File: src/sv/skt_pkg.sv
package skt_pkg;

	typedef enum logic [2:0] {
		CMD_INSERT_SORTED = 3'd0,
		CMD_FIND          = 3'd1,
		CMD_REMOVE        = 3'd2,
		CMD_INSERT_AT     = 3'd3,
		CMD_POP           = 3'd4,
		CMD_ERASE         = 3'd5
	} skt_cmd_t;

	typedef enum logic [2:0] {
		STAT_OK        = 3'd0,
		STAT_NOT_FOUND = 3'd1,
		STAT_FULL      = 3'd2,
		STAT_EMPTY     = 3'd3,
		STAT_BAD_RANGE = 3'd4
	} skt_status_t;

	typedef enum logic [2:0] {
		S_IDLE,
		S_CMP,
		S_SEARCH,
		S_APPLY,
		S_SHIFT,
		S_OUT
	} skt_state_t;

	typedef enum logic [1:0] {
		CELL_HOLD,
		CELL_INSERT,
		CELL_SHIFT
	} skt_cell_op_t;

	typedef struct packed {
		skt_cell_op_t op;
		logic         signed_order;
	} skt_cell_ctl_t;

	typedef struct packed {
		logic done;
		logic match;
	} skt_search_res_t;

endpackage

File: src/sv/skt_cell.sv
module skt_cell #(
	parameter int KEY_BITS = 32,
	parameter int CW       = 7,
	parameter int IDX      = 0
) (
	input  logic                   clk,
	input  skt_pkg::skt_cell_ctl_t ctl,
	input  logic [CW-1:0]          pos,
	input  logic [KEY_BITS-1:0]    new_key,
	input  logic [KEY_BITS-1:0]    left_key,
	input  logic [KEY_BITS-1:0]    right_key,
	input  logic [KEY_BITS-1:0]    search_key,
	output logic [KEY_BITS-1:0]    key_q,
	output logic                   lt_q,
	output logic                   eq_q,
	output logic [KEY_BITS-1:0]    tap_q
);
	import skt_pkg::*;

	localparam logic [CW-1:0]       MY_IDX  = CW'(IDX);
	localparam logic [KEY_BITS-1:0] TOP_BIT = {1'b1, {(KEY_BITS-1){1'b0}}};

	logic [KEY_BITS-1:0] flip;
	logic [KEY_BITS-1:0] a_ord;
	logic [KEY_BITS-1:0] b_ord;
	logic                at_pos;
	logic                past_pos;

	// Flipping the top bit turns a signed compare into an unsigned one.
	assign flip     = ctl.signed_order ? TOP_BIT : '0;
	assign a_ord    = key_q ^ flip;
	assign b_ord    = search_key ^ flip;
	assign at_pos   = (MY_IDX == pos);
	assign past_pos = (MY_IDX > pos);

	always_ff @(posedge clk) begin
		case (ctl.op)
			CELL_INSERT: begin
				if (at_pos) begin
					key_q <= new_key;
				end else if (past_pos) begin
					key_q <= left_key;
				end
			end
			CELL_SHIFT: begin
				if (at_pos || past_pos) begin
					key_q <= right_key;
				end
			end
			default: begin
			end
		endcase
		lt_q  <= (a_ord < b_ord);
		eq_q  <= (a_ord == b_ord);
		tap_q <= at_pos ? key_q : '0;
	end

endmodule

File: config.mk
export PLATFORM = sky130hd
export DESIGN_NAME = skt_cell
export DESIGN_NICKNAME = d
export VERILOG_FILES = /design/src/sv/skt_pkg.sv /design/src/sv/skt_cell.sv
export SDC_FILE = /design/constraint.sdc
export NUM_CORES = 1
export LEC_CHECK = 0
export BUFFER_PORTS_ARGS = -buffer_cell sky130_fd_sc_hd__buf_4
export CAP_MARGIN = 20
export CORE_ASPECT_RATIO = 0.7
export CORE_MARGIN = 2
export CORE_UTILIZATION = 39
export DETAILED_ROUTE_END_ITERATION = 16
export HOLD_SLACK_MARGIN = 0.1
export PLACE_DENSITY = 0.72
export SETUP_SLACK_MARGIN = 0.3
export SLEW_MARGIN = 0
export SYNTH_ARGS = -nofsm -noshare
export SYNTH_HDL_FRONTEND = slang
export SYNTH_SLANG_ARGS = --single-unit
File: constraint.sdc
create_clock -name clk -period 2.9 [get_ports clk]
set_clock_uncertainty 0.1 [all_clocks]
set_input_delay 0.29 -clock clk [delete_from_list [all_inputs] [get_ports clk]]
set_output_delay 0.29 -clock clk [all_outputs]
set_load 0.005 [all_outputs]
==> results_dict.tcl, run 1 <==
set metrics [dict create \
    synth_most_common_cell "nand2_1" \
    crit_family "simple AND/OR/NAND/NOR gates" \
    synth_fp_nets 500 \
    drc_errors 0 \
    tns_ns 0 \
    cts_buffers 9 \
    synth_common_cells "nand2_1 (42), dfxtp_1 (34)" \
    grt.total_usage_pct 18.89 \
    crit_end "key_q[29]" \
    rsz0062_at_grt "no" \
    die_y_um 81.93 \
    final_area_sq_mm 0.005345 \
    antennaDiodeCount 0 \
    crit_buf_inv 3 \
    ys_seq_elements 66 \
    grt_pass1_vias 2821 \
    finalWeightedCongestion 0.7353 \
    std_cell_rows 28 \
    cts.sinks 66 \
    slowest_delay_ns 0.53 \
    ir_worst_vdd_mv 0.2335 \
    final_util_pct 63.31 \
    drt_iter0_markers 117 \
    clk_latency_ns 0.32 \
    worstPathCellList "buf_4 > or4_4 > nor4_4 > buf_12 > o21a_2 > buf_12" \
    avgSynthCellArea_sq_um 10.28 \
    cts_buffer_depth 2 \
    synth_top_area_share_pct 28.40 \
    synthesis.area_sq_mm 0.003383 \
    synth_edf_count 32 \
    status "complete, no violations" \
    synthTopCellsByArea "edfxtp_1 (28%), dfxtp_1 (20%), ha_1 (12%)" \
    core_area_sq_mm 0.008443 \
    ff2ff_path_depth 6 \
    grt_max_degree 66 \
    startpoint "pos[4]" \
    htreeDepth 3 \
    grt_overflow 0 \
    placed_area_sq_mm 0.005055 \
    synthCells 329 \
    via_per_inst 4.578 \
    layout-drive-gt1-share_pct 41.82 \
    cts-resized-gates 0 \
    fin_crit_sh_pct 70.72 \
    buffer_ports.inserted 204 \
    cts_setup_buffers 0 \
    maxSlewViolCount 0 \
    synth-warning-count 0 \
    p_leak_nw 2.467 \
    reg2reg_from "key_q[19]" \
    yosys.cell_types.count 30 \
    worstMarginPinSlew_ns 0.7107 \
    cts-root-buf "clkbuf_16" \
    synth-async-reset-ratio_pct 0 \
    cts_tree "done" \
    path_clk_slew_ns 0.05 \
    powerDensity_mw_per_mm2 433.1 \
    vias 3012 \
    cp.arrival_ns 1.97 \
    ant_nets 0 \
    max_freq_mhz 487.6 \
    grt_first_pass_wirelength_mm 13.50 \
    ios 205 \
    maxCapViolations 0 \
    slew_headroom_pct 52.52 \
    crit_top_cell "buf_12" \
    hp-class "input pin to register" \
    cp-start-kind "input pin" \
    antenna_found_initial 0 \
    hold_buffers 0 \
    first_pass_iters 4 \
    worstSetupPathType "input pin to register" \
    die_x_um 115.3 \
    fin_total_pwr_mw 2.315 \
    wl_mm 9.101 \
    seq_area_frac_synth_pct 48.52 \
    worstSetupEndpointType "register" \
    syn_to_final_growth_pct 57.99 \
    synth_top_cell_by_area "edfxtp_1" \
    cp_max_fo 65 \
    start_util_pct 40.07 \
    nets 704 \
    dp_hpwl_mm 7.182 \
    final-setup-viol-count 0 \
    reg2reg_to "lt_q" \
    dieArea_sq_mm 0.009448 \
    cp.required_ns 2.82 \
    cp_slowest_cell "or4_4" \
    ff2ff_setup_slack_ns 0.89 \
    hold_viol 0 \
    wl_per_cell_um 13.83 \
    post-route-min-period_ns 2.051 \
    synth_flop_cell "dfxtp_1" \
    worst-path-stages 6 \
]
-- registers in the layout (all words and copies together), names as in the netlist --
register	cells
key_q	32
tap_q	32
eq_q	1
lt_q	1
-- layout by cell type (no fill, tap or decap), drive strengths merged, types with 12 or more instances in the layout --
| cell | n |
|---|---|
| inv | 31 |
| a21oi | 12 |
| and2 | 32 |
| o21ai | 37 |
| buf | 207 |
| dfxtp | 34 |
| mux2i | 32 |
| ha | 32 |
| clkbuf | 13 |
| edfxtp | 32 |
| nand2 | 42 |
-- worst min path at each step --
stage | start | endpoint | slack [ns] | depth (start not counted)
after floorplan | right_key[0] | key_q[0] | 0.38 | 2
after global placement | key_q[15] | tap_q[15] | 0.39 | 1
after detailed placement | key_q[15] | tap_q[15] | 0.39 | 1
after CTS | right_key[8] | key_q[8] | 0.14 | 3
after global routing | right_key[26] | key_q[26] | 0.15 | 3
final | right_key[8] | key_q[8] | 0.15 | 3
-- cell type report --
type / count / area (sq um)
clock buffer: 13 / 250.2
clock inverter: 3 / 40.04
fill: 700 / 3098
inverter: 31 / 116.4
multi-input combinational: 218 / 1555
sequential: 66 / 1642
tap: 120 / 150.1
timing repair buffer: 207 / 1592
-- power by group --
group	switching (mW)	total (mW)	internal (mW)	leakage [nW]
sequential	0.00243	0.989	0.987	0.555
combinational	0.102	0.279	0.176	1.77
clock	0.361	1.05	0.686	0.144
-- kinds of logic (layout without fill, tap and decap cells) --
| family | Yosys count | count (layout) | share of synthesized area, % |
|---|---|---|---|
| AOI/OAI and AO/OA | 57 | 57 | 9.172 |
| adders and majority gates | 32 | 32 | 11.83 |
| DFF | 66 | 66 | 48.52 |
| and+or+nand+nor | 95 | 95 | 14.72 |
| buffers and inverters | 45 | 254 | 5.769 |
| muxes | 32 | 32 | 9.468 |
| xor gates and xnor gates | 2 | 2 | 0.5178 |
-- through the flow --
step                      hold WS, ns  worst slack [ns]  cells
after floorplan                0.3771            0.5109    329
after global placement         0.3949            0.5619    642
after detailed placement       0.3939            0.5248    642
after CTS                      0.1377            0.8653    658
after global routing           0.1538            0.7606    658
final                          0.1484            0.8491    658
-- per-layer routing --
| layer | routed length [um] | track usage (%) |
|---|---|---|
| met1 | 3974 | 23.11 |
| met3 | 754 | 6.199 |
| met4 | 58 | 4.940 |
| met5 | 0 | 0 |
| met2 | 4314 | 32.34 |
-- tightest hold or removal path, stage by stage --
cell and delay [ns]:
buf_4 0.07, nand2_1 0.03, o21ai_0 0.06
Power figures use the tool's default switching activity.
==> run 2, diff against run 1 <==
Settings changed: CORE_UTILIZATION 39 to 44, PLACE_DENSITY 0.72 to 0.77.
Clock period 2.9 ns to 2.08 ns, I/O delays scaled along.
==> run 2 against run 1 <==
Net effect: routed wire length up 18%; cell count increased by 5.9%; combinational power is 68% higher; clock power is essentially flat; design area grew 11%; total power is 24% higher; sequential share of layout area fell by 3.0 points; critical endpoint is now lt_q; highest routed layer unchanged.
==> results_dict.tcl, run 2 (synthesis results as in run 1) <==
set metrics [dict create \
    status "complete, no violations" \
    grt_overflow 0 \
    reg_top3 "key_q x32, tap_q x32" \
    cp_max_fo 3 \
    htreeDepth 3 \
    hp-class "input pin to register" \
    cts_buffers 9 \
    final_area_sq_mm 0.005931 \
    dieArea_sq_mm 0.008418 \
    path_clk_slew_ns 0.07 \
    finalWeightedCongestion 0.8925 \
    layout-drive-gt1-share_pct 44.57 \
    start_util_pct 45.81 \
    hold_viol 0 \
    hold_path_depth 3 \
    antennaDiodeCount 0 \
    worstMarginPinSlew_ns 0.3428 \
    cts_tree "done" \
    cts.sinks 66 \
    placed_area_sq_mm 0.005106 \
    std_cell_rows 26 \
    tns_ns 0 \
    cp.arrival_ns 2.04 \
    cp-start-kind "register" \
    mostFrequentLayoutCells "buf_4 (223), nand2_1 (42), dfxtp_1 (34)" \
    cp.required_ns 2.21 \
    ff2ff_path_depth 6 \
    worstSetupPathType "register to register" \
    antenna_found_initial 0 \
    p_leak_nw 2.740 \
    reg2reg_to "lt_q" \
    clk_latency_ns 0.33 \
    worstSetupEndpointType "register" \
    cts-root-buf "clkbuf_8" \
    ff2ff_setup_slack_ns 0.17 \
    final_util_pct 80.31 \
    slew_headroom_pct 77.15 \
    ant_nets 0 \
    drt_iter0_markers 137 \
    maxCapViolations 0 \
    mostFrequentLayoutCell "buf_4" \
    buffer_ports.inserted 204 \
    grt.total_usage_pct 24.85 \
    drc_errors 0 \
    die_x_um 108.8 \
    ios 205 \
    vias 3392 \
    hold_path_end "key_q[25]" \
    cts_buffer_depth 2 \
    wl_mm 10.75 \
    powerDensity_mw_per_mm2 483.2 \
    final-setup-viol-count 0 \
    grt_max_degree 39 \
    core_area_sq_mm 0.007385 \
    die_y_um 77.37 \
    rsz0062_at_grt "yes" \
    grt_first_pass_wirelength_mm 16.02 \
    finalNonFillerCells 697 \
    placed_cells 628 \
    grt_pass1_vias 3386 \
    via_per_inst 4.867 \
    wl_per_cell_um 15.42 \
    maxSlewViolCount 0 \
    post-route-min-period_ns 1.911 \
    syn_to_final_growth_pct 75.30 \
    fin_crit_sh_pct 91.90 \
    hp-start "new_key[25]" \
    dp_hpwl_mm 7.675 \
    first_pass_iters 5 \
    max_freq_mhz 523.2 \
    ir_worst_vdd_mv 0.3157 \
    nets 765 \
    reg2reg_from "key_q[13]" \
]
## run 2: through the flow
step | setup WS (ns) | total power, mW | hold WS, ns
5_1_grt | 0.07489 | 2.988 | 0.1214
3_3_place_gp | 0.03220 | 1.784 | 0.3844
3_5_place_dp | -0.03492 | 1.795 | 0.3887
4_1_cts | 0.1452 | 2.855 | 0.1113
6_report | 0.1686 | 2.866 | 0.1206
2_1_floorplan | 0.07184 | 1.543 | 0.2951
## run 2: worst max path at each step
stage	end	from	cells past startpoint
final	lt_q	key_q[13]	6
after detailed placement	key_q[27]	pos[4]	7
after global placement	lt_q	key_q[13]	6
after floorplan	key_q[0]	pos[4]	5
after CTS	lt_q	key_q[13]	6
after global routing	lt_q	key_q[17]	6
## run 2: final cells by class
class	count	area, sq um
Inverter	31	116.4
Timing Repair Buffer	268	2197
Multi-Input combinational cell	218	1668
Clock inverter	6	57.56
Tap cell	98	122.6
Clock buffer	10	127.6
Fill cell	468	1454
Sequential cell	66	1642
## run 2: layer usage
metal,track usage (%),vias up,wire [um]
met2,46.06,139,5574
met4,5.641,0,110
met1,27.02,1576,4219
li1,-,1667,-
met5,0,-,0
met3,8.739,10,844
## run 2: what timing repair did
item	CTS	global route
pin swaps	6	5
setup endpoints to repair	2	23
buffers inserted	4	14
hold buffers	32	0
resized for setup	7	17
gates cloned	0	3
hold endpoints to repair	32	0
## run 2: power by group
part / switching (mW) / total, mW / internal [mW]
Combinational: 0.169 / 0.469 / 0.300
Clock: 0.477 / 1.02 / 0.543
Sequential: 0.00334 / 1.38 / 1.37
## run 2: critical path, stage by stage (launching register included)
cell and delay (ns):
edfxtp_1 0.42, ha_1 0.32, a21oi_1 0.15, nor2_1 0.07, a211oi_2 0.20, o211ai_1 0.17, a2111oi_2 0.37
