--- src/sv/skt_pkg.sv ---
package skt_pkg;

	typedef enum logic [2:0] {
		CMD_INSERT_SORTED = 3'd0,
		CMD_FIND          = 3'd1,
		CMD_REMOVE        = 3'd2,
		CMD_INSERT_AT     = 3'd3,
		CMD_POP           = 3'd4,
		CMD_ERASE         = 3'd5
	} skt_cmd_t;

	typedef enum logic [2:0] {
		STAT_OK        = 3'd0,
		STAT_NOT_FOUND = 3'd1,
		STAT_FULL      = 3'd2,
		STAT_EMPTY     = 3'd3,
		STAT_BAD_RANGE = 3'd4
	} skt_status_t;

	typedef enum logic [2:0] {
		S_IDLE,
		S_CMP,
		S_SEARCH,
		S_APPLY,
		S_SHIFT,
		S_OUT
	} skt_state_t;

	typedef enum logic [1:0] {
		CELL_HOLD,
		CELL_INSERT,
		CELL_SHIFT
	} skt_cell_op_t;

	typedef struct packed {
		skt_cell_op_t op;
		logic         signed_order;
	} skt_cell_ctl_t;

	typedef struct packed {
		logic done;
		logic match;
	} skt_search_res_t;

endpackage

--- src/sv/skt_search.sv ---
module skt_search #(
	parameter int CAPACITY = 64,
	parameter int CW       = 7
) (
	input  logic                     clk,
	input  logic                     arst_n,
	input  logic                     start,
	input  logic [CW-1:0]            count,
	input  logic [CAPACITY-1:0]      lt_vec,
	input  logic [CAPACITY-1:0]      eq_vec,
	output skt_pkg::skt_search_res_t res,
	output logic [CW-1:0]            idx
);
	import skt_pkg::*;

	localparam int IW = $clog2(CAPACITY);

	logic [CW-1:0] first_q;
	logic [CW-1:0] last_q;
	logic [CW-1:0] first_d;
	logic [CW-1:0] last_d;
	logic [CW-1:0] mid;
	logic          lt;
	logic          eq;

	// One probe of the binary search per cycle against the registered flags.
	always_comb begin
		mid     = first_q + ((last_q - first_q) >> 1);
		lt      = lt_vec[mid[IW-1:0]];
		eq      = eq_vec[mid[IW-1:0]];
		first_d = first_q;
		last_d  = last_q;
		res     = '0;
		idx     = mid;
		if (eq) begin
			res.done  = 1'b1;
			res.match = 1'b1;
		end else if (lt) begin
			if (mid == last_q) begin
				res.done = 1'b1;
				idx      = mid + CW'(1);
			end else begin
				first_d = mid + CW'(1);
			end
		end else begin
			if (mid == first_q) begin
				res.done = 1'b1;
				idx      = first_q;
			end else begin
				last_d = mid - CW'(1);
			end
		end
	end

	always_ff @(posedge clk or negedge arst_n) begin
		if (!arst_n) begin
			first_q <= '0;
			last_q  <= '0;
		end else if (start) begin
			first_q <= '0;
			last_q  <= count - CW'(1);
		end else begin
			first_q <= first_d;
			last_q  <= last_d;
		end
	end

endmodule

--- config.mk ---
export PLATFORM = sky130hd
export DESIGN_NAME = skt_search
export DESIGN_NICKNAME = d
export VERILOG_FILES = /design/src/sv/skt_pkg.sv /design/src/sv/skt_search.sv
export SDC_FILE = /design/constraint.sdc
export NUM_CORES = 1
export LEC_CHECK = 0
export BUFFER_PORTS_ARGS = -buffer_cell sky130_fd_sc_hd__clkbuf_2
export CAP_MARGIN = 20
export CORE_ASPECT_RATIO = 0.5
export CORE_UTILIZATION = 45
export CTS_BUF_LIST = sky130_fd_sc_hd__clkbuf_16
export CTS_CLUSTER_DIAMETER = 50
export DETAILED_ROUTE_END_ITERATION = 16
export HOLD_SLACK_MARGIN = 0.15
export PLACE_DENSITY = 0.79
export SYNTH_ARGS = -nofsm -noshare
export SYNTH_HDL_FRONTEND = slang
export SYNTH_SLANG_ARGS = --single-unit
--- constraint.sdc ---
create_clock -name clk -period 6 [get_ports clk]
set_clock_uncertainty 0.05 [all_clocks]
set_input_delay 0.9 -clock clk [delete_from_list [all_inputs] [get_ports clk]]
set_output_delay 0.9 -clock clk [all_outputs]
set_load 0.02 [all_outputs]
==> summary.md, run 1 <==
| Metric | Value |
|---|---|
| Area of combinational cells with multiple inputs | `0.00256 mm2` |
| Overall via count from detail_route | `3,321` |
| Maximum fanout count along the critical path | `6` |
| Filler-free cell count of the finished design | `559` |
| CTS tree | `built` |
| Mean area per synthesized cell | `9.30 um2` |
| First-pass GRT wire length | `15,500 um` |
| Number of global-route vias before repair | `3,214` |
| Crit path time final | `5660 ps` |
| Share of layout cells above drive strength 1 | `46.3%` |
| Area taken by flip-flops and latches | `352 um2` |
| Top-level I/O count | `147` |
| HPWL after detailed placement | `8010 um` |
| Worst-case headroom to the max-slew limit | `55.3%` |
| FP Rows | `20` |
| Clock latency of the later-clocked register in the worst-skew pair | `250 ps` |
| Warnings, synthesis | `0` |
| Critical path arrival | `4710 ps` |
| Delay contributed by the slowest stage of the critical path | `460 ps` |
| Reg2reg setup slack | `1410 ps` |
| Root Driver | `sky130_fd_sc_hd__clkbuf_16` |
| First-pass iteration count of the detailed router | `5` |
| Weighted congestion reported at the end of routability-driven placement | `1.02` |
| Crit path buffers/inverters | `3` |
| Slew Limit Fails | `0` |
| Average wire length per cell after detail routing | `17.6 um` |
| Nature of the critical path startpoint | `flip-flop` |
| # clock sinks | `14` |
| Slew @ Worst Pin | `665 ps` |
| Htree depth | `1` |
| Clock Path Buffers | `2` |
| Grt met2 use | `47.7%` |
| Synthesized instance count | `331` |
| Nets | `627` |
| Most heavily used metal layer in global routing | `met2` |
| Critical Path Sink Type | `output port` |
| Maximum number of pins on one net before global-route repair | `28` |
| Initial DRC Count | `176` |
| Number of vias per cell | `5.94` |
| Share of the yosys chip area belonging to registers | `11.4%` |
| Ranking of synthesized cells by area | `sky130_fd_sc_hd__mux4_2 20%, sky130_fd_sc_hd__dfrtp_1 11%, sky130_fd_sc_hd__xnor2_1 6.3%, sky130_fd_sc_hd__ha_1 6.1%, sky130_fd_sc_hd__nand2_1 3.7%` |
| Proportion of netlist area held by the largest area contributor | `20.5%` |
| Final sum of negative setup slack | `0 ps` |
| Global Route Usage Sum | `27.6%` |
| Count of antenna diodes in the layout | `0` |
| Critical R2R Launch | `first_q[0]$_DFFE_PN0P_` |
| Final cycle utilization of the critical path | `94.3%` |
| Placed Cells | `551` |
| Met3 Use GR | `4.23%` |
| WL final | `9820 um` |
| Synthesized flop and latch total | `14` |
| Worst reg2reg path endpoint | `first_q[4]$_DFFE_PN0P_` |
| Synth unique cells | `62` |
| Std-Cell Core Area | `0.00633 mm2` |
| X dimension of the die | `119 um` |
| Total CTS buffers | `3` |
| Required arrival time at the worst endpoint | `5050 ps` |
| Cell type with the largest total area after synthesis | `sky130_fd_sc_hd__mux4_2` |
| Cell type of the slowest stage on the worst timing path | `sky130_fd_sc_hd__dfrtp_1` |
| Count of endpoints failing hold in the final timing report | `0` |
| Result of the run | `finished clean` |
| Die Area | `0.00720 mm2` |
| Top_reg_cell synth | `sky130_fd_sc_hd__dfrtp_1` |
| Fill count | `554` |
| Final setup vio count | `0` |
| Number of hold buffers added after CTS | `0` |
| Cell family with the largest share of critical-path delay | `compound AO/OA/AOI/OAI gates` |
| DRC viols | `0` |
| GRT overflow | `0` |
| CTS clk-pin slew, worst paths | `50 ps` |
| Number of synthesized flops with an enable pin | `0` |
| Most common cell after layout, fill and taps aside | `sky130_fd_sc_hd__clkbuf_2` |
| Max-cap violations | `0` |
| Share of flip-flops with an asynchronous set or reset | `100%` |
| Classification of the worst setup path | `reg -> out` |
| Starting Density | `48.6%` |
| Critical path startpoint | `first_q[0]$_DFFE_PN0P_` |
| Area growth, synth to finish | `29.9%` |
| Commonest cells after routing, fill and taps aside | `146 x sky130_fd_sc_hd__clkbuf_2, 30 x sky130_fd_sc_hd__nand2_1, 28 x sky130_fd_sc_hd__mux4_2` |
| Synthesized Nets | `486` |
| Height of the die | `60.5 um` |
| Reg2Reg Depth | `15` |
| Mapped Area | `0.00308 mm2` |
| Initial antenna violation count | `0` |
| Cell Chain, Critical Path | `nor2b_1 > fa_1 > inv_1 > a21o_1 > a21oi_1 > o21bai_1 > a21oi_1 > xnor2_1 > ha_1 > xor2_1 > o21ai_0 > o21ai_0 > nand3_1 > a211oi_2 > buf_4 > a21boi_1 > o21ai_1 > a221oi_1 > clkbuf_2` |
| Routing usage on met1 | `36.8%` |
| Count of antenna-violating nets left after detailed routing | `0` |
| Number of buffer cells added on primary ports | `146` |
| Highest clock rate | `177 MHz` |
| Worst min-delay path class | `in -> async` |
per-layer routing:
| metal | routed length (um) | up-vias |
|---|---|---|
| li1 | - | 1563 |
| met1 | 4160 | 1568 |
| met2 | 4560 | 163 |
| met3 | 838 | 27 |
| met4 | 263 | 0 |
| met5 | 0 | - |
layout make-up:
class	instances	area share, %
timing repair buffer	159	21.3
clock inverter	1	0.0938
tap	88	2.75
multi-input combinational	281	63.9
clock buffer	3	1.88
sequential	14	8.79
inverter	13	1.22
synthesized netlist by cell type (5+ instances only):
library cell	n
sky130_fd_sc_hd__and2_1	5
sky130_fd_sc_hd__mux2_4	7
sky130_fd_sc_hd__inv_1	12
sky130_fd_sc_hd__dfrtp_1	14
sky130_fd_sc_hd__o21ai_0	13
sky130_fd_sc_hd__a22oi_1	5
sky130_fd_sc_hd__nor2_1	13
sky130_fd_sc_hd__ha_1	15
sky130_fd_sc_hd__xnor2_1	22
sky130_fd_sc_hd__buf_4	5
sky130_fd_sc_hd__a2111oi_0	5
sky130_fd_sc_hd__nor3_1	6
sky130_fd_sc_hd__buf_2	8
sky130_fd_sc_hd__a211oi_1	8
sky130_fd_sc_hd__o211ai_1	6
sky130_fd_sc_hd__xor2_1	12
sky130_fd_sc_hd__nand2_1	30
sky130_fd_sc_hd__mux4_2	28
sky130_fd_sc_hd__a21oi_1	16
sky130_fd_sc_hd__nand3_1	14
sky130_fd_sc_hd__mux2i_1	10
sky130_fd_sc_hd__buf_6	5
state kept, by name, summed over array words and instances, names as in the netlist:
| name | cells |
|---|---|
| last_q | 7 |
| first_q | 7 |
worst max path at each step:
stage / to / slack [ps] / cells past startpoint
floorplan: idx[3] / 820 / 16
global placement: idx[3] / 570 / 14
detailed placement: idx[3] / 560 / 14
CTS: idx[3] / 270 / 14
global route: idx[3] / -80 / 19
finish: idx[3] / 340 / 19
through the flow:
step	worst slack, ps	cell area, um2	utilization (%)	hold slack (ps)
floorplan	821	3080	-	475
global placement	567	3850	60.8	518
detailed placement	564	3850	60.8	524
CTS	269	3930	62.1	523
global route	-77.0	4000	63.2	537
finish	345	4000	63.2	505
worst register-to-register path, delay by kind of cell (launching register included):
kind	cells	cell delay (ps)
mux	2	530
simple gates	3	810
fa+ha+maj	3	1310
compound gates	4	960
flops	1	460
buf+inv	3	320
cell families (layout without fill, tap and decap cells):
kind of cell               after synthesis  in the layout  synth area share, %
buffers and inverters                   36            176                 6.54
DFF                                     14             14                 11.4
muxes                                   45             45                 27.1
AOI/OAI and AO/OA                       92             92                 21.6
adders and majority gates               17             17                 7.40
and+or+nand+nor                         90             90                 14.5
xor gates and xnor gates                37             37                 11.5
what timing repair did:
action / 4_1_cts / 5_1_grt
gates resized for setup: 0 / 6
buffers inserted: 0 / 4
endpoints found under the setup margin: 0 / 5
Power of run 1 is left out: the tool's default activity adds up to more than one toggle a clock period on the data nets, which glitch-free logic cannot reach.
==> inputs of run 2 (changes only) <==
- clock period: 6 -> 6.1 ns (I/O delays scaled with it)
==> run 2 against run 1 <==
Compared with the run above:
- sequential share of layout area increased by 0.097 points
- register-to-register slack got worse by 30 ps
- global-route usage decreased by 0.74 points
- first-iteration DRC count increased by 31%
- wire length decreased by 1.2%
- setup slack got worse by 100 ps
==> summary.md, run 2 (synthesis results as in run 1) <==
| Metric | Value |
|---|---|
| Worst-case headroom to the max-slew limit | `57.0%` |
| X dimension of the die | `119 um` |
| Nature of the critical path startpoint | `flip-flop` |
| CTS clk-pin slew, worst paths | `60 ps` |
| Fill count | `554` |
| Finished Cell Area | `0.00394 mm2` |
| Critical Path Sink Type | `output port` |
| Worst min-delay path class | `in -> async` |
| DRC viols | `0` |
| Critical R2R Launch | `first_q[0]$_DFFE_PN0P_` |
| Number of global-route vias before repair | `3,147` |
| Overall via count from detail_route | `3,325` |
| Cell Chain, Critical Path | `nor2b_1 > fa_1 > inv_1 > ha_2 > fa_2 > buf_4 > xor2_1 > a211oi_1 > o211ai_1 > a21oi_1 > nand4_1 > nor3_2 > o21ai_1 > a221oi_1 > clkbuf_2` |
| Slew Limit Fails | `0` |
| CTS tree | `built` |
| Critical path startpoint | `first_q[0]$_DFFE_PN0P_` |
| Post CTS Setup Buffer Count | `0` |
| Most common cell after layout, fill and taps aside | `sky130_fd_sc_hd__clkbuf_2` |
| Count of antenna diodes in the layout | `0` |
| Share of layout cells above drive strength 1 | `45.3%` |
| WL final | `9700 um` |
| Max-cap violations | `0` |
| Most heavily used metal layer in global routing | `met2` |
| Maximum fanout count along the critical path | `24` |
| Average wire length per cell after detail routing | `17.4 um` |
| Count of antenna-violating nets left after detailed routing | `0` |
| Number of vias per cell | `5.98` |
| Slew @ Worst Pin | `640 ps` |
| Critical path arrival | `4890 ps` |
| Area taken by flip-flops and latches | `350 um2` |
| Total CTS buffers | `3` |
| Count of endpoints failing hold in the final timing report | `0` |
| Reg2reg setup slack | `1380 ps` |
| Capture point of the worst path | `idx[3]` |
| Weighted congestion reported at the end of routability-driven placement | `1.03` |
| Htree depth | `1` |
| Initial DRC Count | `231` |
| Commonest cells after routing, fill and taps aside | `146 x sky130_fd_sc_hd__clkbuf_2, 30 x sky130_fd_sc_hd__nand2_1, 28 x sky130_fd_sc_hd__mux4_2` |
| Reg2Reg Depth | `14` |
| Number of hold buffers added after CTS | `0` |
| Classification of the worst setup path | `reg -> out` |
| Final setup vio count | `0` |
| Clock Path Buffers | `2` |
| Nets | `624` |
| Clock latency of the later-clocked register in the worst-skew pair | `250 ps` |
| Required arrival time at the worst endpoint | `5130 ps` |
| Die Area | `0.00720 mm2` |
| Area of combinational cells with multiple inputs | `0.00255 mm2` |
| Met3 Use GR | `2.54%` |
| Result of the run | `finished clean` |
| Initial antenna violation count | `0` |
| GRT overflow | `0` |
| Grt met2 use | `47.5%` |
| Number of buffer cells added on primary ports | `146` |
| First-pass GRT wire length | `15,200 um` |
| Height of the die | `60.5 um` |
| Post-route worst setup slack | `245 ps` |
| Top-level I/O count | `147` |
| Highest clock rate | `171 MHz` |
| Area after detailed placement | `0.00385 mm2` |
| HPWL after detailed placement | `7960 um` |
| Pre-CTS setup slack | `634 ps` |
| Starting Density | `48.6%` |
| Area growth, synth to finish | `28.1%` |
| Maximum number of pins on one net before global-route repair | `26` |
| Delay contributed by the slowest stage of the critical path | `820 ps` |
| Std-Cell Core Area | `0.00633 mm2` |
| Global Route Usage Sum | `26.8%` |
| Crit path time final | `5850 ps` |
| Worst reg2reg path endpoint | `first_q[2]$_DFFE_PN0P_` |
| FP Rows | `20` |
| Routing usage on met1 | `36.6%` |
| # clock sinks | `14` |
| First-pass iteration count of the detailed router | `5` |
| Root Driver | `sky130_fd_sc_hd__clkbuf_16` |
| Final cycle utilization of the critical path | `96.0%` |
| Largest registers | `first_q: 7 flops, last_q: 7 flops` |
| Cell type of the slowest stage on the worst timing path | `sky130_fd_sc_hd__fa_2` |
-- run 2: metal layers --
layer	part of all wire (%)	routed length (um)
met2	47	4570
met4	1.7	165
met5	0	0
met1	43	4220
met3	7.7	747
-- run 2: what timing repair did --
item / in CTS / in global routing
hold endpoints to repair: 0 / 0
gates resized for setup: 0 / 3
endpoints found under the setup margin: 0 / 1
-- run 2: worst min-delay path by stage --
| stage | cells after the start | startpoint | to |
|---|---|---|---|
| 4_1_cts | 1 | arst_n | last_q[4]$_DFFE_PN0P_ |
| 5_1_grt | 1 | arst_n | first_q[1]$_DFFE_PN0P_ |
| 6_report | 1 | arst_n | first_q[1]$_DFFE_PN0P_ |
| 3_3_place_gp | 1 | last_q[5]$_DFFE_PN0P_ | last_q[5]$_DFFE_PN0P_ |
| 2_1_floorplan | 1 | last_q[0]$_DFFE_PN0P_ | last_q[0]$_DFFE_PN0P_ |
| 3_5_place_dp | 1 | last_q[0]$_DFFE_PN0P_ | last_q[0]$_DFFE_PN0P_ |
-- run 2: layout make-up --
cell class	instances	area share, %
multi-input combinational	281	64.7
timing repair buffer	156	20.4
sequential	14	8.88
tap	88	2.79
clock buffer	3	1.90
inverter	13	1.24
clock inverter	1	0.0952
-- run 2: critical path: cells and delay by family, from the launching register on --
family                     cells  cell delay (ps)
DFF                            1              460
buffers and inverters          3              640
AOI/OAI and AO/OA              5             1110
and+or+nand+nor                3              770
xor gates and xnor gates       1              120
adders and majority gates      3             1510
-- run 2: stage by stage --
step	cells	hold slack, ps	util (%)	setup TNS, ps
2_1_floorplan	331	475	-	0
3_3_place_gp	552	519	60.8	0
3_5_place_dp	552	520	60.8	0
4_1_cts	556	533	62.0	0
5_1_grt	556	551	62.3	-4.05
6_report	556	517	62.3	0
Power of run 2 is left out for the same reason.
